`src/design/pdga_queue.sv`:
```
// Two-entry job queue between the front end and the back end.
// Depends on nothing; the job word width is a parameter.
module pdga_queue #(
    parameter int W = 8
) (
    input  logic         i_clk,
    input  logic         i_rst_n,
    input  logic         i_push_valid,
    output logic         o_push_ready,
    input  logic [W-1:0] i_push_data,
    output logic         o_pop_valid,
    input  logic         i_pop_ready,
    output logic [W-1:0] o_pop_data
);

    logic [W-1:0] r_slot [2];
    logic         r_wptr;
    logic         r_rptr;
    logic [1:0]   r_cnt;
    logic         push;
    logic         pop;

    assign o_push_ready = (r_cnt != 2'd2);
    assign o_pop_valid  = (r_cnt != 2'd0);
    assign o_pop_data   = r_slot[r_rptr];
    assign push = i_push_valid && o_push_ready;
    assign pop  = o_pop_valid && i_pop_ready;

    // Pointers and fill count.
    always_ff @(posedge i_clk) begin
        if (!i_rst_n) begin
            r_wptr <= 1'b0;
            r_rptr <= 1'b0;
            r_cnt  <= 2'd0;
        end else begin
            if (push) r_wptr <= ~r_wptr;
            if (pop)  r_rptr <= ~r_rptr;
            r_cnt <= r_cnt + {1'b0, push} - {1'b0, pop};
        end
    end

    // Entry storage.
    always_ff @(posedge i_clk) begin
        if (push) r_slot[r_wptr] <= i_push_data;
    end

endmodule

```
`config.mk`:
```
export PLATFORM = sky130hd
export DESIGN_NAME = pdga_queue
export DESIGN_NICKNAME = d
export VERILOG_FILES = /design/src/design/pdga_queue.sv
export SDC_FILE = /design/constraint.sdc
export NUM_CORES = 1
export LEC_CHECK = 0
export BUFFER_PORTS_ARGS = -buffer_cell sky130_fd_sc_hd__buf_2
export CORE_UTILIZATION = 52
export CTS_BUF_LIST = sky130_fd_sc_hd__clkbuf_16
export DETAILED_ROUTE_END_ITERATION = 12
export PLACE_DENSITY = 0.79
export SETUP_SLACK_MARGIN = 0.3
export SKIP_LAST_GASP = 1
export SLEW_MARGIN = 30
export SYNTH_ARGS = -nofsm -noshare
export SYNTH_HDL_FRONTEND = slang
export SYNTH_SLANG_ARGS = --single-unit
```
`constraint.sdc`:
```
create_clock -name i_clk -period 3.85 [get_ports i_clk]
set_clock_uncertainty 0.1 [all_clocks]
set_input_delay 0.1925 -clock i_clk [delete_from_list [all_inputs] [get_ports i_clk]]
set_output_delay 0.1925 -clock i_clk [all_outputs]
set_load 0.02 [all_outputs]
```
==> impl_metrics.tcl, run 1 <==
set metrics [dict create \
    status "finished, final reports clean" \
    synth_xor_area_share_pct 3.24 \
    place_area_um2 930 \
    synth_area_um2 811 \
    hold_depth 1 \
    ant_nets 0 \
    rr_worst_depth 8 \
    slowest_stage "dfxtp_1" \
    synth_cell_types 16 \
    nNetsFinal 88 \
    cts_setup_buffers 0 \
    cts-hold-fix-buffers 0 \
    synth_simple_gate_area_share_pct 7.56 \
    muxShareOfSynthArea_pct 12.3 \
    timing_worst_slew_pin_value_ps 692 \
    syn_to_final_growth_pct 24.5 \
    wirelength_um 1130 \
    initial_core_util_pct 58.6 \
    final_cell_mix "21 x buf_2, 16 x edfxtp_1, 8 x mux2_2" \
    min_path_type "in -> reg" \
    r2r-start "r_cnt[0]" \
    synth-seq-cells 21 \
    grt_max_degree 13 \
    critical_path.endpoint_type "flop" \
    finalSetupViolCount 0 \
    vias 449 \
    path_clk_slew_ps 50 \
    antenna_found_initial 0 \
    critPathKind "reg -> reg" \
    synth.area.top_cells "edfxtp_1 59%, dfxtp_1 12%, mux2_2 11%" \
    synth_compound_area_share_pct 1.08 \
    track_usage_pct 15.3 \
    power_w 0.000725 \
    firstDrtPassIters 4 \
    worst_r2r_endpoint "r_cnt[1]" \
    cp_top_family "adder cells" \
    min-delay-start "i_push_data[6]" \
    postLayoutCellArea_um2 1010 \
    ys_seq_area_share_pct 71.6 \
    final_common_cell "buf_2" \
    die_area_um2 1720 \
    r2r_slack_ps 2110 \
    ctsRootBufferMaster "clkbuf_16" \
    clk_latency_ps 250 \
    synthAdderAreaFrac_pct 3.09 \
    syn_inst 49 \
    crit_required_ps 3890 \
    holdPathEnd "r_slot[1][6]" \
    avgSynthCellArea_um2 16.5 \
    overflow 0 \
    worstPathCellList "nand2b_1 > nand2_1 > ha_1 > inv_1 > ha_1 > xnor2_1 > xnor2_1 > and2_1" \
    yosysTopAreaCell "edfxtp_1" \
    syn_nets 63 \
    rsz0062_at_grt "false" \
    yosys_warnings 0 \
    period_minus_slack_ps 1740 \
    grt_pass1_vias 472 \
    fp.dieH_um 41.5 \
    row_count 13 \
    maxCapViolations 0 \
    fmax_mhz 574 \
    start_kind "flop" \
    synth_top_family_by_area "multiplexers" \
    p_leak_nw 0.410 \
    fin_crit_sh_pct 45.3 \
    drt_iter0_drc 9 \
    powerDensity_nw_per_um2 718 \
    gp_congestion 0.656 \
    slew_viol_final 0 \
    io_pins 22 \
    synth_top_area_share_pct 59.3 \
    path_buf_inv 1 \
    max-clock-path-buffers 2 \
    cts_max_level 1 \
    wl_per_cell_um 12.8 \
    core_area_um2 1380 \
    ir_drop_uv 418 \
    cts_inserted_buffers 3 \
    tns_ps 0 \
    grt_pass1_wl_um 1950 \
    num_antenna_cells 0 \
    cts_tree "built" \
    numPortBuffers 21 \
    die_w_um 41.5 \
    relSlewSlack_pct 53.7 \
    path_max_fanout 4 \
    viasPerCell 5.10 \
    crit_arrival_ps 1780 \
    slowest_delay_ps 370 \
    hold_violations 0 \
    drc 0 \
    layout-drive-gt1-share_pct 47.9 \
    cts.sinks 21 \
    cts_resized 0 \
]
worst reg2reg max path: stages (launching register included):
cell	delay, ps
dfxtp_1	370
nand2b_1	160
nand2_1	110
ha_1	290
inv_1	40
ha_1	170
xnor2_1	130
xnor2_1	120
and2_1	150
how the worst max path moves through the flow:
stage | startpoint | end | slack, ps | cells after the start
after global placement | r_cnt[0] | r_cnt[1] | 2170 | 8
after CTS | r_cnt[0] | r_cnt[1] | 2090 | 8
after global routing | r_cnt[0] | r_cnt[1] | 1970 | 8
final | r_cnt[0] | r_cnt[1] | 2110 | 8
after floorplan | r_cnt[0] | r_cnt[1] | 2040 | 8
after detailed placement | r_cnt[0] | r_cnt[1] | 2110 | 8
per-layer routing:
metal / GRT usage [%] / wire length, um / vias to the layer above / share of wire, %
li1: - / - / 226 / -
met1: 18.3 / 473 / 208 / 42
met2: 26.3 / 604 / 13 / 53
met3: 3.91 / 43 / 2 / 3.8
met4: 5.81 / 8 / 0 / 0.71
met5: 0 / 0 / - / 0
layout make-up:
cell class	instances	area [um2]
Inverter	1	3.75
Clock buffer	3	75.1
Clock inverter	1	5.00
Multi-Input combinational cell	26	221
Sequential cell	21	581
Fill cell	88	373
Tap cell	15	18.8
Timing Repair Buffer	21	105
cells by family after synthesis:
kind of cell,after synthesis
DFF,21
adders and majority gates,2
muxes,9
buffers and inverters,2
AOI/OAI and AO/OA,1
xor gates and xnor gates,3
and+or+nand+nor,11
registers in the layout, indices dropped and copies added (netlist names), named ones only:
signal / flops
r_slot: 16
r_cnt: 2
r_rptr: 1
r_wptr: 1
Yosys cell counts:
master / count
nor2b_1: 2
edfxtp_1: 16
nand2_1: 2
mux2i_1: 1
dfxtp_1: 5
o21a_2: 1
xnor2_1: 3
and2_1: 2
and3_1: 1
nand2b_1: 2
mux2_2: 8
ha_1: 2
nor2_1: 1
or2_2: 1
buf_2: 1
inv_1: 1
report_power, final:
part / total, W / internal (W) / leakage, nW / switching [W]
logic: 0.000199 / 0.0000944 / 0.178 / 0.000104
registers: 0.000317 / 0.000289 / 0.191 / 0.0000275
clock network: 0.000209 / 0.000139 / 0.0409 / 0.0000705
total: 0.000725 / 0.000523 / 0.410 / 0.000203
metrics by stage:
step	utilization, %	setup slack [ps]	hold WS [ps]	cells
after global routing	73.0	1970	25.8	88
after floorplan	-	2040	191	49
after CTS	73.0	2090	27.8	88
after global placement	67.2	2170	281	84
after detailed placement	67.2	2110	284	84
final	73.0	2110	32.1	88
(Power assumes the default switching activity.)
==> run 2: changes to the inputs <==
--- a/config.mk
+++ b/config.mk
@@ -6,10 +6,10 @@
 export NUM_CORES = 1
 export LEC_CHECK = 0
 export BUFFER_PORTS_ARGS = -buffer_cell sky130_fd_sc_hd__buf_2
-export CORE_UTILIZATION = 52
+export CORE_UTILIZATION = 49
 export CTS_BUF_LIST = sky130_fd_sc_hd__clkbuf_16
 export DETAILED_ROUTE_END_ITERATION = 12
-export PLACE_DENSITY = 0.79
+export PLACE_DENSITY = 0.75
 export SETUP_SLACK_MARGIN = 0.3
 export SKIP_LAST_GASP = 1
 export SLEW_MARGIN = 30
==> constraint.sdc (replaced) <==
create_clock -name i_clk -period 1.65 [get_ports i_clk]
set_clock_uncertainty 0.1 [all_clocks]
set_input_delay 0.0825 -clock i_clk [delete_from_list [all_inputs] [get_ports i_clk]]
set_output_delay 0.0825 -clock i_clk [all_outputs]
set_load 0.02 [all_outputs]
==> impl_metrics.tcl, run 2 (same netlist as run 1, synthesis figures left out) <==
set metrics [dict create \
    io_pins 22 \
    power_w 0.00204 \
    layout-drive-gt1-share_pct 59.1 \
    syn_to_final_growth_pct 58.3 \
    numPortBuffers 21 \
    drc 0 \
    core_area_um2 1520 \
    die_w_um 42.7 \
    final_cell_mix "16 x edfxtp_1, 13 x buf_2, 10 x buf_4" \
    grt_max_degree 12 \
    viasPerCell 4.90 \
    wl_per_cell_um 13.3 \
    ant_nets 0 \
    vias 510 \
    ir_drop_uv 1160 \
    fillers 78 \
    largest_register_ffs 16 \
    cts_inserted_buffers 3 \
    min_path_type "in -> reg" \
    final_common_cell "edfxtp_1" \
    track_usage_pct 16.6 \
    fin_crit_sh_pct 96.7 \
    timing_worst_slew_pin_value_ps 179 \
    regMostFlops "r_slot" \
    p_leak_nw 0.530 \
    drt_iter0_drc 5 \
    clk_latency_ps 250 \
    antenna_found_initial 0 \
    gp_congestion 0.607 \
    initial_core_util_pct 53.2 \
    slew_viol_final 0 \
    whs_ps 14.7 \
    firstDrtPassIters 4 \
    cts_max_level 1 \
    status "finished, final reports clean" \
    grt_pass1_wl_um 2130 \
    finalSetupViolCount 0 \
    row_count 14 \
    grt_pass1_vias 513 \
    start_kind "flop" \
    max-clock-path-buffers 2 \
    path_clk_slew_ps 50 \
    fp.dieH_um 42.7 \
    maxCapViolations 0 \
    tns_ps 0 \
    ctsRootBufferMaster "clkbuf_16" \
    hold_violations 0 \
    overflow 0 \
    rsz0062_at_grt "true" \
    hpwl_um 823 \
    place_area_um2 978 \
    fmax_mhz 627 \
    path_max_fanout 4 \
    crit_required_ps 1700 \
    num_antenna_cells 0 \
    powerDensity_nw_per_um2 1590 \
    crit_arrival_ps 1640 \
    period_minus_slack_ps 1600 \
    critical_path.endpoint_type "flop" \
    die_area_um2 1820 \
    nNetsFinal 103 \
    postLayoutCellArea_um2 1280 \
    top_regs "r_slot: 16 flops, r_cnt: 2 flops" \
    relSlewSlack_pct 88.0 \
    cts_tree "built" \
    wirelength_um 1390 \
    cts.sinks 21 \
    critPathKind "reg -> reg" \
]
## run 2: path summary, 6_finish.rpt
check                start        to  slack (ps)  cells past startpoint
setup / recovery  r_cnt[0]  r_cnt[1]          50                      7
hold / removal     i_rst_n  r_cnt[1]          10                      2
setup reg to reg  r_cnt[0]  r_cnt[1]          50                      7
hold reg to reg     r_wptr    r_wptr         400                      2
## run 2: power by group
group	internal [W]	switching (W)	leakage [nW]
clock	0.000322	0.000175	0.0423
combinational	0.000455	0.000311	0.295
sequential	0.000692	0.0000869	0.193
total	0.00147	0.000572	0.530
## run 2: final cells by class
type	instances	area (um2)	share of cell area [%]
clock inverters	1	3.75	0.292
multi-input cells	26	313	24.4
repair buffers	36	277	21.5
well taps	16	20.0	1.56
inverters	1	3.75	0.292
flip-flops and latches	21	592	46.1
clock buffers	3	75.1	5.85
## run 2: timing repair
action | CTS | global route
gates resized for setup | 7 | 23
pin swaps | 4 | 2
endpoints found under the setup margin | 10 | 18
endpoints found under the hold margin | 16 | 0
hold buffers | 8 | 0
setup buffers | 3 | 3
## run 2: metal layers
layer	GRT usage (%)	share of wire, %	vias up
met5	0	0	-
met4	7.50	0.79	0
met3	5.11	4.5	2
met2	29.1	52	17
met1	18.2	42	233
li1	-	-	258
## run 2: worst max-delay path, cell delays in order, from the launching register on
cell and delay [ps]:
dfxtp_4 360, o21a_4 230, ha_4 250, inv_2 40, ha_4 150, xnor2_2 130
xnor2_1 120, and2_1 120
## run 2: through the flow
step | instances | util [%] | setup slack, ps
floorplan | 49 | - | 60.8
global placement | 86 | 64.2 | 45.9
finish | 104 | 84.2 | 54.1
global route | 104 | 84.2 | -2.56
CTS | 101 | 77.9 | 54.9
detailed placement | 86 | 64.2 | 14.0
==> run 3: changes to the inputs <==
==> constraint.sdc (replaced) <==
create_clock -name i_clk -period 1.65 [get_ports i_clk]
set_clock_uncertainty 0.1 [all_clocks]
set_input_delay 0.0825 -clock i_clk [delete_from_list [all_inputs] [get_ports i_clk]]
set_output_delay 0.0825 -clock i_clk [all_outputs]
set_load 0.05 [all_outputs]
==> impl_metrics.tcl, run 3 (same netlist as run 1, synthesis figures left out) <==
set metrics [dict create \
    cts_max_level 1 \
    fmax_mhz 636 \
    critPathKind "reg -> reg" \
    top_regs "r_slot: 16 flops, r_cnt: 2 flops" \
    wirelength_um 1580 \
    rsz0062_at_grt "true" \
    final_common_cell "edfxtp_1" \
    wl_met2_um 872 \
    fp.dieH_um 42.7 \
    r2r_slack_ps 80 \
    min_path_type "in -> reg" \
    largest_register_ffs 16 \
    power_w 0.00233 \
    regMostFlops "r_slot" \
    hold_violations 0 \
    numPortBuffers 21 \
    row_count 14 \
    fin_util_pct 86.6 \
    period_minus_slack_ps 1570 \
    drt_iter0_drc 3 \
    firstDrtPassIters 2 \
    die_area_um2 1820 \
    finalSetupViolCount 0 \
    start_kind "flop" \
    crit_arrival_ps 1610 \
    ctsRootBufferMaster "clkbuf_16" \
    dp.cells 87 \
    track_usage_pct 20.5 \
    fin_crit_sh_pct 95.3 \
    status "finished, final reports clean" \
    min-delay-start "i_rst_n" \
    core_area_um2 1520 \
    ir_drop_uv 1290 \
    syn_to_final_growth_pct 62.8 \
    wl_met1_um 630 \
    grt_max_degree 13 \
    antenna_found_initial 0 \
    final_cell_mix "16 x edfxtp_1, 12 x buf_2, 10 x buf_6" \
    r2r-start "r_cnt[0]" \
    slew_viol_final 0 \
    drc 0 \
    io_pins 22 \
    p_leak_nw 0.541 \
    max-clock-path-buffers 2 \
    slowest_delay_ps 330 \
    gp_congestion 0.684 \
    die_w_um 42.7 \
    slowest_stage "dfxtp_2" \
    crit_required_ps 1690 \
    timing_worst_slew_pin_value_ps 248 \
    grt_pass1_wl_um 2500 \
    initial_core_util_pct 53.2 \
    cp_top_family "adder cells" \
    routed.top_layer "met4" \
    cts_tree "built" \
    nNetsFinal 104 \
    viasPerCell 4.74 \
    grt_pass1_vias 548 \
    cts.sinks 21 \
    worst_r2r_endpoint "r_cnt[1]" \
    dr_wl_met3_um 49 \
    cts_inserted_buffers 3 \
    worstPathCellList "o21a_4 > ha_4 > inv_2 > ha_4 > xnor2_2 > xnor2_1 > and2_1" \
    vias 498 \
    holdPathEnd "r_cnt[0]" \
    hpwl_um 822 \
    path_max_fanout 3 \
    startpoint "r_cnt[0]" \
    final_cells 105 \
    clk_latency_ps 250 \
    relSlewSlack_pct 83.6 \
    rr_worst_depth 7 \
    hold_depth 2 \
    critical_path.endpoint_type "flop" \
    path_clk_slew_ps 50 \
    ant_nets 0 \
    path_buf_inv 1 \
    num_antenna_cells 0 \
    powerDensity_nw_per_um2 1770 \
    wl_per_cell_um 15.0 \
    fillers 79 \
    maxCapViolations 0 \
    layout-drive-gt1-share_pct 60.7 \
    overflow 0 \
    critPathMostFrequentCell "ha_4" \
]
[run 3: worst max-delay path by stage]
stage	cells past startpoint	slack, ps	endpoint
final	7	80	r_cnt[1]
after global routing	8	30	r_cnt[1]
after CTS	7	80	r_cnt[1]
after detailed placement	7	20	r_cnt[1]
after global placement	7	50	r_cnt[1]
after floorplan	8	-20	r_cnt[1]
[run 3: metrics by stage]
step | setup slack, ps | setup TNS [ps] | instance area, um2 | hold slack, ps
4_1_cts | 83.9 | 0 | 1300 | 16.2
6_report | 78.2 | 0 | 1320 | 18.3
2_1_floorplan | -19.1 | -19.1 | 850 | 81.4
3_5_place_dp | 20.4 | 0 | 985 | 173
3_3_place_gp | 47.6 | 0 | 985 | 172
5_1_grt | 27.3 | 0 | 1320 | 32.3
[run 3: report_power, final]
group,total [W],internal (W),switching [W],leakage (nW)
sequential,0.000766,0.000685,0.0000812,0.192
combinational,0.00107,0.000527,0.000545,0.308
clock,0.000493,0.000325,0.000168,0.0409
[run 3: per-layer routing]
metal,vias to the layer above,track usage (%)
li1,254,-
met1,223,21.5
met2,17,38.8
met3,4,3.83
met4,0,9.38
met5,-,0
[run 3: what timing repair did]
action / CTS / global route
gates resized for setup: 37 / 1
endpoints found under the setup margin: 25 / 16
pin swaps: 5 / 3
hold endpoints to repair: 16 / 0
hold buffers: 8 / 0
setup buffers: 4 / 2
[run 3: cell type report]
cell class,instances,area (um2),area share (%)
clock buffers,3,75.1,5.69
inverters,1,3.75,0.284
flip-flops and latches,21,587,44.5
clock inverters,1,5.00,0.379
multi-input cells,26,317,24.0
well taps,16,20.0,1.52
repair buffers,37,313,23.7
[run 3: worst reg2reg max path, stage by stage, from the launching register on]
cell and delay (ps):
dfxtp_2 330, o21a_4 220, ha_4 250, inv_2 40
ha_4 150, xnor2_2 130, xnor2_1 110, and2_1 130
