<file path="config.mk">
export PLATFORM = sky130hd
export DESIGN_NAME = pdga_front
export DESIGN_NICKNAME = d
export VERILOG_FILES = /design/src/design/pdga_pkg.sv /design/src/design/pdga_front.sv
export SDC_FILE = /design/constraint.sdc
export NUM_CORES = 1
export LEC_CHECK = 0
export ABC_AREA = 1
export ABC_CLOCK_PERIOD_IN_PS = 5700
export BUFFER_PORTS_ARGS = -buffer_cell sky130_fd_sc_hd__buf_2
export CAP_MARGIN = 20
export CORE_ASPECT_RATIO = 1.5
export CORE_MARGIN = 2
export CORE_UTILIZATION = 48
export DETAILED_ROUTE_END_ITERATION = 12
export PLACE_DENSITY_LB_ADDON = 0.25
export SYNTH_ARGS = -nofsm -noshare
export SYNTH_HDL_FRONTEND = slang
export SYNTH_SLANG_ARGS = --single-unit
</file>
<file path="constraint.sdc">
create_clock -name i_clk -period 5.7 [get_ports i_clk]
set_clock_uncertainty 0.1 [all_clocks]
set_input_delay 0.57 -clock i_clk [delete_from_list [all_inputs] [get_ports i_clk]]
set_output_delay 0.57 -clock i_clk [all_outputs]
set_load 0.1 [all_outputs]
</file>
<file path="src/design/pdga_pkg.sv">
// Shared types, codes and constants of the Poisson disc grid acceptance engine.
// Used by every module of the block but pdga_queue; depends on nothing.
package pdga_pkg;

    // Default sizes handed to the top level parameters.
    localparam int GRID_SIDE_DEF  = 64;
    localparam int COORD_BITS_DEF = 12;

    // Neighborhood scan: a 5 x 5 window with its four corners skipped.
    localparam int WINDOW    = 5;
    localparam int NEIGHBORS = WINDOW * WINDOW - 4;
    localparam int NB_BITS   = $clog2(NEIGHBORS);
    localparam int HALF      = WINDOW / 2;

    // Row and column offsets of each scanned cell, biased by HALF.
    localparam logic [2:0] OFS_ROW [NEIGHBORS] = '{
        3'd0, 3'd0, 3'd0,
        3'd1, 3'd1, 3'd1, 3'd1, 3'd1,
        3'd2, 3'd2, 3'd2, 3'd2, 3'd2,
        3'd3, 3'd3, 3'd3, 3'd3, 3'd3,
        3'd4, 3'd4, 3'd4};
    localparam logic [2:0] OFS_COL [NEIGHBORS] = '{
        3'd1, 3'd2, 3'd3,
        3'd0, 3'd1, 3'd2, 3'd3, 3'd4,
        3'd0, 3'd1, 3'd2, 3'd3, 3'd4,
        3'd0, 3'd1, 3'd2, 3'd3, 3'd4,
        3'd1, 3'd2, 3'd3};

    // Input action codes; bit one selects the distance test.
    localparam logic [1:0] ACT_CLEAR = 2'd0;
    localparam logic [1:0] ACT_SEED  = 2'd1;
    localparam int         ACT_TEST_BIT = 1;

    // Result status codes.
    localparam logic [2:0] ST_STORED   = 3'd0;
    localparam logic [2:0] ST_OUTSIDE  = 3'd1;
    localparam logic [2:0] ST_TOOCLOSE = 3'd2;
    localparam logic [2:0] ST_OFFGRID  = 3'd3;
    localparam logic [2:0] ST_CLEARED  = 3'd4;

    // Job kinds passed from the front end to the back end.
    localparam logic [1:0] JOB_CLEAR  = 2'd0;
    localparam logic [1:0] JOB_REPORT = 2'd1;
    localparam logic [1:0] JOB_STORE  = 2'd2;
    localparam logic [1:0] JOB_TEST   = 2'd3;

    // Configuration register indexes.
    localparam logic [2:0] REG_MIN_DISTANCE    = 3'd0;
    localparam logic [2:0] REG_MAP_WIDTH       = 3'd1;
    localparam logic [2:0] REG_MAP_HEIGHT      = 3'd2;
    localparam logic [2:0] REG_CELL_RECIPROCAL = 3'd3;
    localparam logic [2:0] REG_GRID_COLUMNS    = 3'd4;
    localparam logic [2:0] REG_GRID_ROWS       = 3'd5;

    // Configuration reset values.
    localparam logic [11:0] RST_MIN_DISTANCE    = 12'd8;
    localparam logic [12:0] RST_MAP_WIDTH       = 13'd256;
    localparam logic [12:0] RST_MAP_HEIGHT      = 13'd256;
    localparam logic [15:0] RST_CELL_RECIPROCAL = 16'd11585;
    localparam logic [6:0]  RST_GRID_COLUMNS    = 7'd46;
    localparam logic [6:0]  RST_GRID_ROWS       = 7'd46;

    typedef struct packed {
        logic [11:0] min_distance;
        logic [12:0] map_width;
        logic [12:0] map_height;
        logic [15:0] cell_reciprocal;
        logic [6:0]  grid_columns;
        logic [6:0]  grid_rows;
    } t_cfg;

    typedef struct packed {
        logic [5:0] cell_row;
        logic [5:0] cell_column;
        logic [2:0] status;
        logic       accepted;
    } t_result;

    // Grid size in use, limited to the physical side.
    function automatic logic [8:0] clamp_side(input logic [6:0] n, input int side);
        logic [8:0] s;
        s = 9'(side);
        return ({2'b00, n} < s) ? {2'b00, n} : s;
    endfunction

endpackage

</file>
<file path="src/design/pdga_front.sv">
// Front end: takes input transfers, range checks them and computes the cell.
// Depends on pdga_pkg; feeds jobs into pdga_queue.
module pdga_front #(
    parameter int GRID_SIDE  = pdga_pkg::GRID_SIDE_DEF,
    parameter int COORD_BITS = pdga_pkg::COORD_BITS_DEF,
    localparam int SIDE_BITS = $clog2(GRID_SIDE),
    localparam int JOB_W     = 2 + 3 + 2 * COORD_BITS + 2 * SIDE_BITS
) (
    input  logic              i_clk,
    input  logic              i_rst_n,
    input  pdga_pkg::t_cfg    i_cfg,
    input  logic              i_enable,
    input  logic              i_valid,
    output logic              o_ready,
    input  logic [1:0]        i_action,
    input  logic [13:0]       i_point_x,
    input  logic [13:0]       i_point_y,
    output logic              o_job_valid,
    input  logic              i_job_ready,
    output logic [JOB_W-1:0]  o_job
);

    localparam int COORD_LIMIT = 1 << COORD_BITS;

    typedef struct packed {
        logic [1:0]            kind;
        logic [2:0]            status;
        logic [COORD_BITS-1:0] x;
        logic [COORD_BITS-1:0] y;
        logic [SIDE_BITS-1:0]  col;
        logic [SIDE_BITS-1:0]  row;
    } t_job;

    // Stage zero: registered input and storable check.
    logic        r_v0;
    logic [1:0]  r_act0;
    logic [12:0] r_x0;
    logic [12:0] r_y0;
    logic        r_ok0;
    // Stage one: cell products and map check.
    logic        r_v1;
    logic [1:0]  r_act1;
    logic [12:0] r_x1;
    logic [12:0] r_y1;
    logic        r_ok1;
    logic        r_onmap1;
    logic [12:0] r_colw;
    logic [12:0] r_roww;

    logic        adv0;
    logic        adv1;
    logic        storable;
    logic [28:0] prod_x;
    logic [28:0] prod_y;
    logic [8:0]  cols;
    logic [8:0]  rows;
    logic        testing;
    t_job        job;

    assign adv1    = r_v1 && i_job_ready;
    assign adv0    = r_v0 && (!r_v1 || adv1);
    assign o_ready = i_enable && (!r_v0 || adv0);

    assign storable = !i_point_x[13] && !i_point_y[13]
        && ({4'b0, i_point_x[12:0]} < 17'(COORD_LIMIT))
        && ({4'b0, i_point_y[12:0]} < 17'(COORD_LIMIT));

    assign prod_x = 29'(r_x0) * 29'(i_cfg.cell_reciprocal);
    assign prod_y = 29'(r_y0) * 29'(i_cfg.cell_reciprocal);

    // Two-stage pipeline with local flow control.
    always_ff @(posedge i_clk) begin
        if (!i_rst_n) begin
            r_v0 <= 1'b0;
            r_v1 <= 1'b0;
        end else begin
            if (o_ready) r_v0 <= i_valid;
            else if (adv0) r_v0 <= 1'b0;
            if (adv0) r_v1 <= 1'b1;
            else if (adv1) r_v1 <= 1'b0;
        end
        if (o_ready) begin
            r_act0 <= i_action;
            r_x0   <= i_point_x[12:0];
            r_y0   <= i_point_y[12:0];
            r_ok0  <= storable;
        end
        if (adv0) begin
            r_act1   <= r_act0;
            r_x1     <= r_x0;
            r_y1     <= r_y0;
            r_ok1    <= r_ok0;
            r_onmap1 <= (r_x0 < i_cfg.map_width) && (r_y0 < i_cfg.map_height);
            r_colw   <= prod_x[28:16];
            r_roww   <= prod_y[28:16];
        end
    end

    // Classify the item into a job for the back end.
    assign cols    = pdga_pkg::clamp_side(i_cfg.grid_columns, GRID_SIDE);
    assign rows    = pdga_pkg::clamp_side(i_cfg.grid_rows, GRID_SIDE);
    assign testing = r_act1[pdga_pkg::ACT_TEST_BIT];

    always_comb begin
        job        = '0;
        job.x      = COORD_BITS'(r_x1);
        job.y      = COORD_BITS'(r_y1);
        job.col    = SIDE_BITS'(r_colw);
        job.row    = SIDE_BITS'(r_roww);
        job.kind   = testing ? pdga_pkg::JOB_TEST : pdga_pkg::JOB_STORE;
        job.status = pdga_pkg::ST_STORED;
        if (r_act1 == pdga_pkg::ACT_CLEAR) begin
            job.kind   = pdga_pkg::JOB_CLEAR;
            job.status = pdga_pkg::ST_CLEARED;
        end else if (!r_ok1 || (testing && !r_onmap1)) begin
            job.kind   = pdga_pkg::JOB_REPORT;
            job.status = pdga_pkg::ST_OUTSIDE;
        end else if ({1'b0, r_colw} >= {5'b0, cols} || {1'b0, r_roww} >= {5'b0, rows}) begin
            job.kind   = pdga_pkg::JOB_REPORT;
            job.status = pdga_pkg::ST_OFFGRID;
        end
    end

    assign o_job_valid = r_v1;
    assign o_job       = job;

endmodule

</file>
==> results of run 1 <==
cell families (layout without fill, tap and decap cells):
logic type                 Yosys count  in the layout  synth area share
AOI/OAI and AO/OA                  119            119            0.0356
xor gates and xnor gates            10             10           0.00484
adders and majority gates          484            484             0.461
buffers and inverters              831            923             0.175
DFF                                 85             85             0.140
other                                0              2                 0
and+or+nand+nor                    842            842             0.184
registers in the layout, indices dropped and copies added (netlist names):
signal,cells
r_x1,12
o_job_valid,1
r_y1,12
r_y0,13
r_x0,13
r_colw,13
r_v0,1
r_onmap1,1
r_ok1,1
r_ok0,1
r_roww,13
r_act0,2
r_act1,2
critical path, stage by stage (launching register included):
cell,delay (ps)
edfxtp_1,860
nand2_1,170
fa_1,530
inv_1,50
fa_1,550
fa_1,430
fa_1,510
inv_1,60
fa_1,490
inv_1,50
ha_1,290
nand2_1,130
inv_1,80
nand3_1,130
nor3_1,220
nand2_1,80
nand2_1,120
nand2_1,80
nand3_1,70
nand2_1,90
where the power goes:
part	internal [uW]	switching [uW]	leakage (uW)	total, uW
Sequential	1010	97.4	0.000799	1100
Combinational	3040	5540	0.0109	8580
Clock	390	293	0.000158	683
cells in the final DEF, fill, tap and decap left out, drive strengths merged, types with 2 or more instances in the layout:
master | Yosys | final
o21bai | 7 | 7
nand3 | 42 | 42
nor4 | 3 | 3
o21a | 7 | 7
inv | 723 | 725
dfxtp | 2 | 2
bufinv | 0 | 2
nand2 | 673 | 673
o21ai | 30 | 30
nand3b | 3 | 3
nor3b | 2 | 2
a21oi | 70 | 70
o221ai | 2 | 2
nand4 | 22 | 22
xor2 | 7 | 7
clkinv | 0 | 2
clkbuf | 95 | 10
fa | 306 | 306
edfxtp | 83 | 83
ha | 178 | 178
nor2 | 80 | 80
buf | 13 | 184
diode | 0 | 2
nor3 | 15 | 15
xnor2 | 3 | 3
per-stage QoR:
step                      cells  hold slack (ps)  utilization  power [uW]  cell area [um^2]
after floorplan            2371              300            -        7570             18100
after CTS                  2951              258        0.525       10400             19600
final                      2954              269        0.525       10400             19700
after global placement     2935              303        0.516        9540             19300
after detailed placement   2935              310        0.516        9620             19300
after global routing       2954              261        0.525       11700             19700
final cells by class:
type / instances / area share
Multi-Input combinational cell: 1455 / 0.631
Inverter: 723 / 0.138
Sequential cell: 85 / 0.129
Timing Repair Buffer: 184 / 0.0539
Tap cell: 489 / 0.0311
Clock buffer: 10 / 0.0116
Clock inverter: 6 / 0.00483
Antenna cell: 2 / 0.000254
worst min path at each step:
stage | endpoint | slack (ps) | depth (start not counted)
final | r_x0[2]$_DFFE_PP_ | 270 | 1
after global routing | r_x0[2]$_DFFE_PP_ | 260 | 1
after CTS | r_x0[2]$_DFFE_PP_ | 260 | 1
after detailed placement | r_act1[0]$_DFFE_PP_ | 310 | 0
after global placement | r_act1[1]$_DFFE_PP_ | 300 | 0
after floorplan | r_act1[0]$_DFFE_PP_ | 300 | 0
metal layers:
| metal | vias to the layer above | GRT usage | wire, um |
|---|---|---|---|
| met5 | - | 0 | 0 |
| met4 | 0 | 0.112 | 2120 |
| met3 | 143 | 0.0225 | 1230 |
| met2 | 316 | 0.502 | 26400 |
| met1 | 7284 | 0.239 | 15800 |
| li1 | 6990 | - | - |
==> run summary, run 1 <==
WS Path Type - register to register
area grow syn2layout - 8.62%
Critical path origin - r_y0[8]$_DFFE_PP_
FF-to-FF path depth - 19
crit path max fanout - 16
FMAX - 186 MHz
Synth Instances - 2,371
Root Buffer - clkbuf_16
fill cell count - 3,613
setup TNS - 0 ps
IO buf count - 133
gr usage total - 0.245
syn_nets - 2,958
vias per cell - 4.99
Clock Pin Slew Worst Setup and Hold Paths - 80 ps
Layout Nets - 3,045
min Tclk post-route - 5370 ps
number of global-route vias before repair - 16,236
most frequent cells after synthesis - inv_1 (723), nand2_1 (672), fa_1 (306)
CP endpoint kind - register
synth unique cells - 32
largest net degree at the start of global routing - 55
Mapped Avg Cell Area - 7.64 um^2
CTS Buf Count - 9
Die Wd - 163 um
fin. max-slew vios - 0
die extent in y - 242 um
Pleak - 0.0118 uW
initial core utilization - 0.484
final setup fails - 0
initial antenna violation count - 2
Final Cycle Share - 0.943
Worst Setup EP - r_roww[5]$_DFFE_PP_
worst slack, placed - 87.3 ps
DRC - 0
initial DRC count - 657
Netlist Area Pre-Place - 18,100 um^2
Max IR drop VDD - 0.000783 V
routed via count - 14,733
CTS Buffer Depth - 2
Seq cells post-synth - 85
Crit Reg-Reg Startpoint - r_y0[8]$_DFFE_PP_
post_cts resized - 0
clk_lat worst skew - 370 ps
PD cells - 527 nW/um^2
Post-DP HPWL - 37,200 um
drt wl/cell - 15.4 um
Critical Path AT - 5380 ps
setup ws final - 326 ps
most numerous cell in the Yosys netlist - inv_1
CP required - 5710 ps
die area - 39,300 um^2
Remaining Overflow, GRT - 0
Reg area - 2530 um^2
Post-synth EDFFs - 83
core box area - 37,400 um^2
synth warn - 0
Hold WC Path Type - input pin to register
flop2flop setup slack - 330 ps
H-tree levels - 3
status - completed
RSZ-0062 raised after global routing - no
Final ANT Viol Nets - 0
Routed WL - 45,500 um
Multi-input gate area - 12,400 um^2
share of cells above drive strength 1 - 0.0824
ys async rst share - 0
clk sink count - 85
Synth area leader - fa_1
global-route wire length before repair - 76,300 um
row count - 87
# hold bufs at CTS - 0
1st-pass router iterations - 5
Seq/Total Area, Yosys - 0.140
Synth top area share - 0.338
startpoint types - register
Worst-Margin Slew - 806 ps
num ports - 146
r2r endpoint - r_roww[5]$_DFFE_PP_
MaxCap Viol Count - 0
CTS tree - done
Hold Startpoint - i_point_x[2]
Post-synth top flop - edfxtp_1
GPL Wtd Cong - 0.896
largest cells by area after synthesis - fa_1 (34%), inv_1 (15%), nand2_1 (14%), edfxtp_1 (14%), ha_1 (12%)
slew margin rel. - 0.463
final hold violations - 0
post-CTS setup buffer count - 0
No activity file was read; power rests on OpenSTA's default activity.
==> run 2, diff against run 1 <==
--- a/config.mk
+++ b/config.mk
@@ -5,7 +5,7 @@
 export SDC_FILE = /design/constraint.sdc
 export NUM_CORES = 1
 export LEC_CHECK = 0
-export ABC_AREA = 1
+export ABC_AREA = 0
 export ABC_CLOCK_PERIOD_IN_PS = 5700
 export BUFFER_PORTS_ARGS = -buffer_cell sky130_fd_sc_hd__buf_2
 export CAP_MARGIN = 20
==> run summary, run 2 <==
gr usage total - 0.240
Seq cells post-synth - 85
PD cells - 505 nW/um^2
row count - 82
CTS Buffer Depth - 2
fill cell count - 3,018
die area - 35,600 um^2
Cell Count, Final, Fillers Out - 2,392
clk_lat worst skew - 390 ps
# hold bufs at CTS - 0
MaxCap Viol Count - 0
Sw Pwr - 4660 uW
grt met2 use - 0.416
routed via count - 12,312
setup ws final - 150 ps
final hold violations - 0
CP top delay family - adder cells
Pleak - 0.00985 uW
dpl cells - 2,348
Min Hold Slack - 246 ps
Synth Instances - 1,719
CP endpoint kind - register
Int Power - 5000 uW
CTS tree - done
Seq/Total Area, Yosys - 0.155
Clock Pin Slew Worst Setup and Hold Paths - 80 ps
worst slack, placed - -280 ps
Post-Synth Adder-Cell Area - 0.510
Seq pwr share - 0.114
RSZ-0062 raised after global routing - yes
H-tree levels - 3
num ports - 146
CTS Buf Count - 9
Synth area leader - fa_1
Most Used Layer, Global Route - met2
commonest non-fill, non-tap cell in the layout - inv_1
Synth top area share - 0.374
CP cell instances - buf_6 > and2_4 > fa_1 > inv_1 > fa_1 > inv_1 > fa_1 > inv_1 > fa_1 > inv_1 > fa_1 > ha_4 > a21oi_4 > o211ai_2 > buf_6 > a2111oi_4 > buf_4 > o21ai_1 > buf_4 > xor2_1
initial core utilization - 0.488
multiplexer share of the synthesized area - 0.00130
initial antenna violation count - 2
DRC - 0
Routed WL - 40,500 um
Root Buffer - clkbuf_16
clk sink count - 85
Post-synth EDFFs - 83
largest net degree at the start of global routing - 55
fin area - 19,100 um^2
Post-DP HPWL - 32,800 um
Layout Nets - 2,554
Multi-input gate area - 12,200 um^2
WS Path Type - register to register
Synth Area in Compound Gates - 0.0474
GPL Wtd Cong - 0.910
switching share of total power - 0.482
final setup fails - 0
ys async rst share - 0
Final Cycle Share - 0.974
initial DRC count - 523
critical path's most frequent cell - fa_1
most frequent cells after synthesis - inv_1 (408), fa_1 (306), nand2_1 (236)
1st-pass router iterations - 5
Reg area - 2530 um^2
Hold WC Path Type - input pin to register
most numerous cell in the Yosys netlist - inv_1
met3 GRT Util - 0.0358
global-route wire length before repair - 66,200 um
area grow syn2layout - 16.8%
Ant. Diodes - 0
FMAX - 180 MHz
Post-synth top flop - edfxtp_1
Netlist Area Pre-Place - 16,400 um^2
Clk pwr share - 0.068
Worst path slowest cell - fa_1
Final ANT Viol Nets - 0
Remaining Overflow, GRT - 0
crit path max fanout - 7
share of cells above drive strength 1 - 0.185
number of global-route vias before repair - 13,449
main combinational cell family by area after synthesis - adder cells
IO buf count - 133
core box area - 33,500 um^2
combinational power share - 0.818
fin. max-slew vios - 0
synth warn - 0
status - completed
CP Buf/Inv Count - 8
synth unique cells - 49
largest cells by area after synthesis - fa_1 (37%), edfxtp_1 (15%), ha_1 (14%), inv_1 (9.4%), and2_1 (7.8%)
Post-Synth XOR/XNOR Area - 0.0139
syn_nets - 2,306
largest stage delay on the critical path - 550 ps
vias per cell - 5.15
GR Util met1 - 0.283
placed instance area - 18,400 um^2
most frequent cells in the layout - inv_1 (406), fa_1 (304), nand2_1 (234)
slew margin rel. - 0.212
Mapped Avg Cell Area - 9.52 um^2
CP required - 5730 ps
area share of and/or/nand/nor cells after synthesis - 0.160
Critical Path AT - 5580 ps
Max IR drop VDD - 0.000491 V
drt wl/cell - 16.9 um
Worst-Margin Slew - 1170 ps
Die Wd - 155 um
min Tclk post-route - 5550 ps
die extent in y - 230 um
startpoint types - register
## run 2: changes by cell type in the layout (fill, tap and decap cells not counted), sizes merged, moves of 29 or more
cell / change
buf: +123
and2: +205
inv: -315
a21oi: -29
nand3: -31
nand2: -437
nor2: -59
## run 2: cell families (layout without fill, tap and decap cells)
family	after synthesis	count (layout)
AO/OA/AOI/OAI	120	120
XOR/XNOR	26	26
adder cells (fa/ha/maj)	484	484
buffers and inverters	479	732
flip-flops	85	85
multiplexers	2	2
AND/OR/NAND/NOR	523	523
## run 2: per-layer routing
| metal | share of wire | routed length [um] | up-vias |
|---|---|---|---|
| li1 | - | - | 5672 |
| met1 | 0.39 | 15700 | 6180 |
| met2 | 0.51 | 20700 | 341 |
| met3 | 0.045 | 1830 | 115 |
| met4 | 0.055 | 2250 | 4 |
| met5 | 0.00064 | 26 | - |
## run 2: layout make-up
class,instances,area share
Clock buffer,10,0.0120
Clock inverter,6,0.00367
Tap cell,420,0.0275
Timing Repair Buffer,308,0.106
Sequential cell,85,0.132
Inverter,408,0.0801
Multi-Input combinational cell,1155,0.638
## run 2: per-stage QoR
stage	total power, uW	setup TNS, ps	util
6_report	9660	0	0.570
5_1_grt	10700	-267	0.570
4_1_cts	9260	0	0.557
3_5_place_dp	8480	-3110	0.548
3_3_place_gp	8390	-2130	0.548
2_1_floorplan	6110	0	-
## run 2: power by group through the flow
stage | clock (uW) | sequential [uW] | combinational, uW
finish | 654 | 1100 | 7910
global route | 694 | 1110 | 8950
CTS | 675 | 1110 | 7480
detailed placement | 0 | 1120 | 7360
global placement | 0 | 1120 | 7270
floorplan | 0 | 1110 | 5000
## run 2: repair_timing
item,in CTS,in global routing
buffers inserted,2,26
gates resized for setup,1,42
endpoints found under the setup margin,6,16
pin swaps,0,26
## run 2: path summary, 6_finish.rpt
kind	end	startpoint	slack, ps	depth (start not counted)
max	r_roww[3]$_DFFE_PP_	r_y0[1]$_DFFE_PP_	150	20
max reg2reg	r_roww[3]$_DFFE_PP_	r_y0[1]$_DFFE_PP_	150	20
min	r_y0[9]$_DFFE_PP_	i_point_y[9]	250	1
min reg2reg	r_act1[1]$_DFFE_PP_	r_act0[1]$_DFFE_PP_	320	0
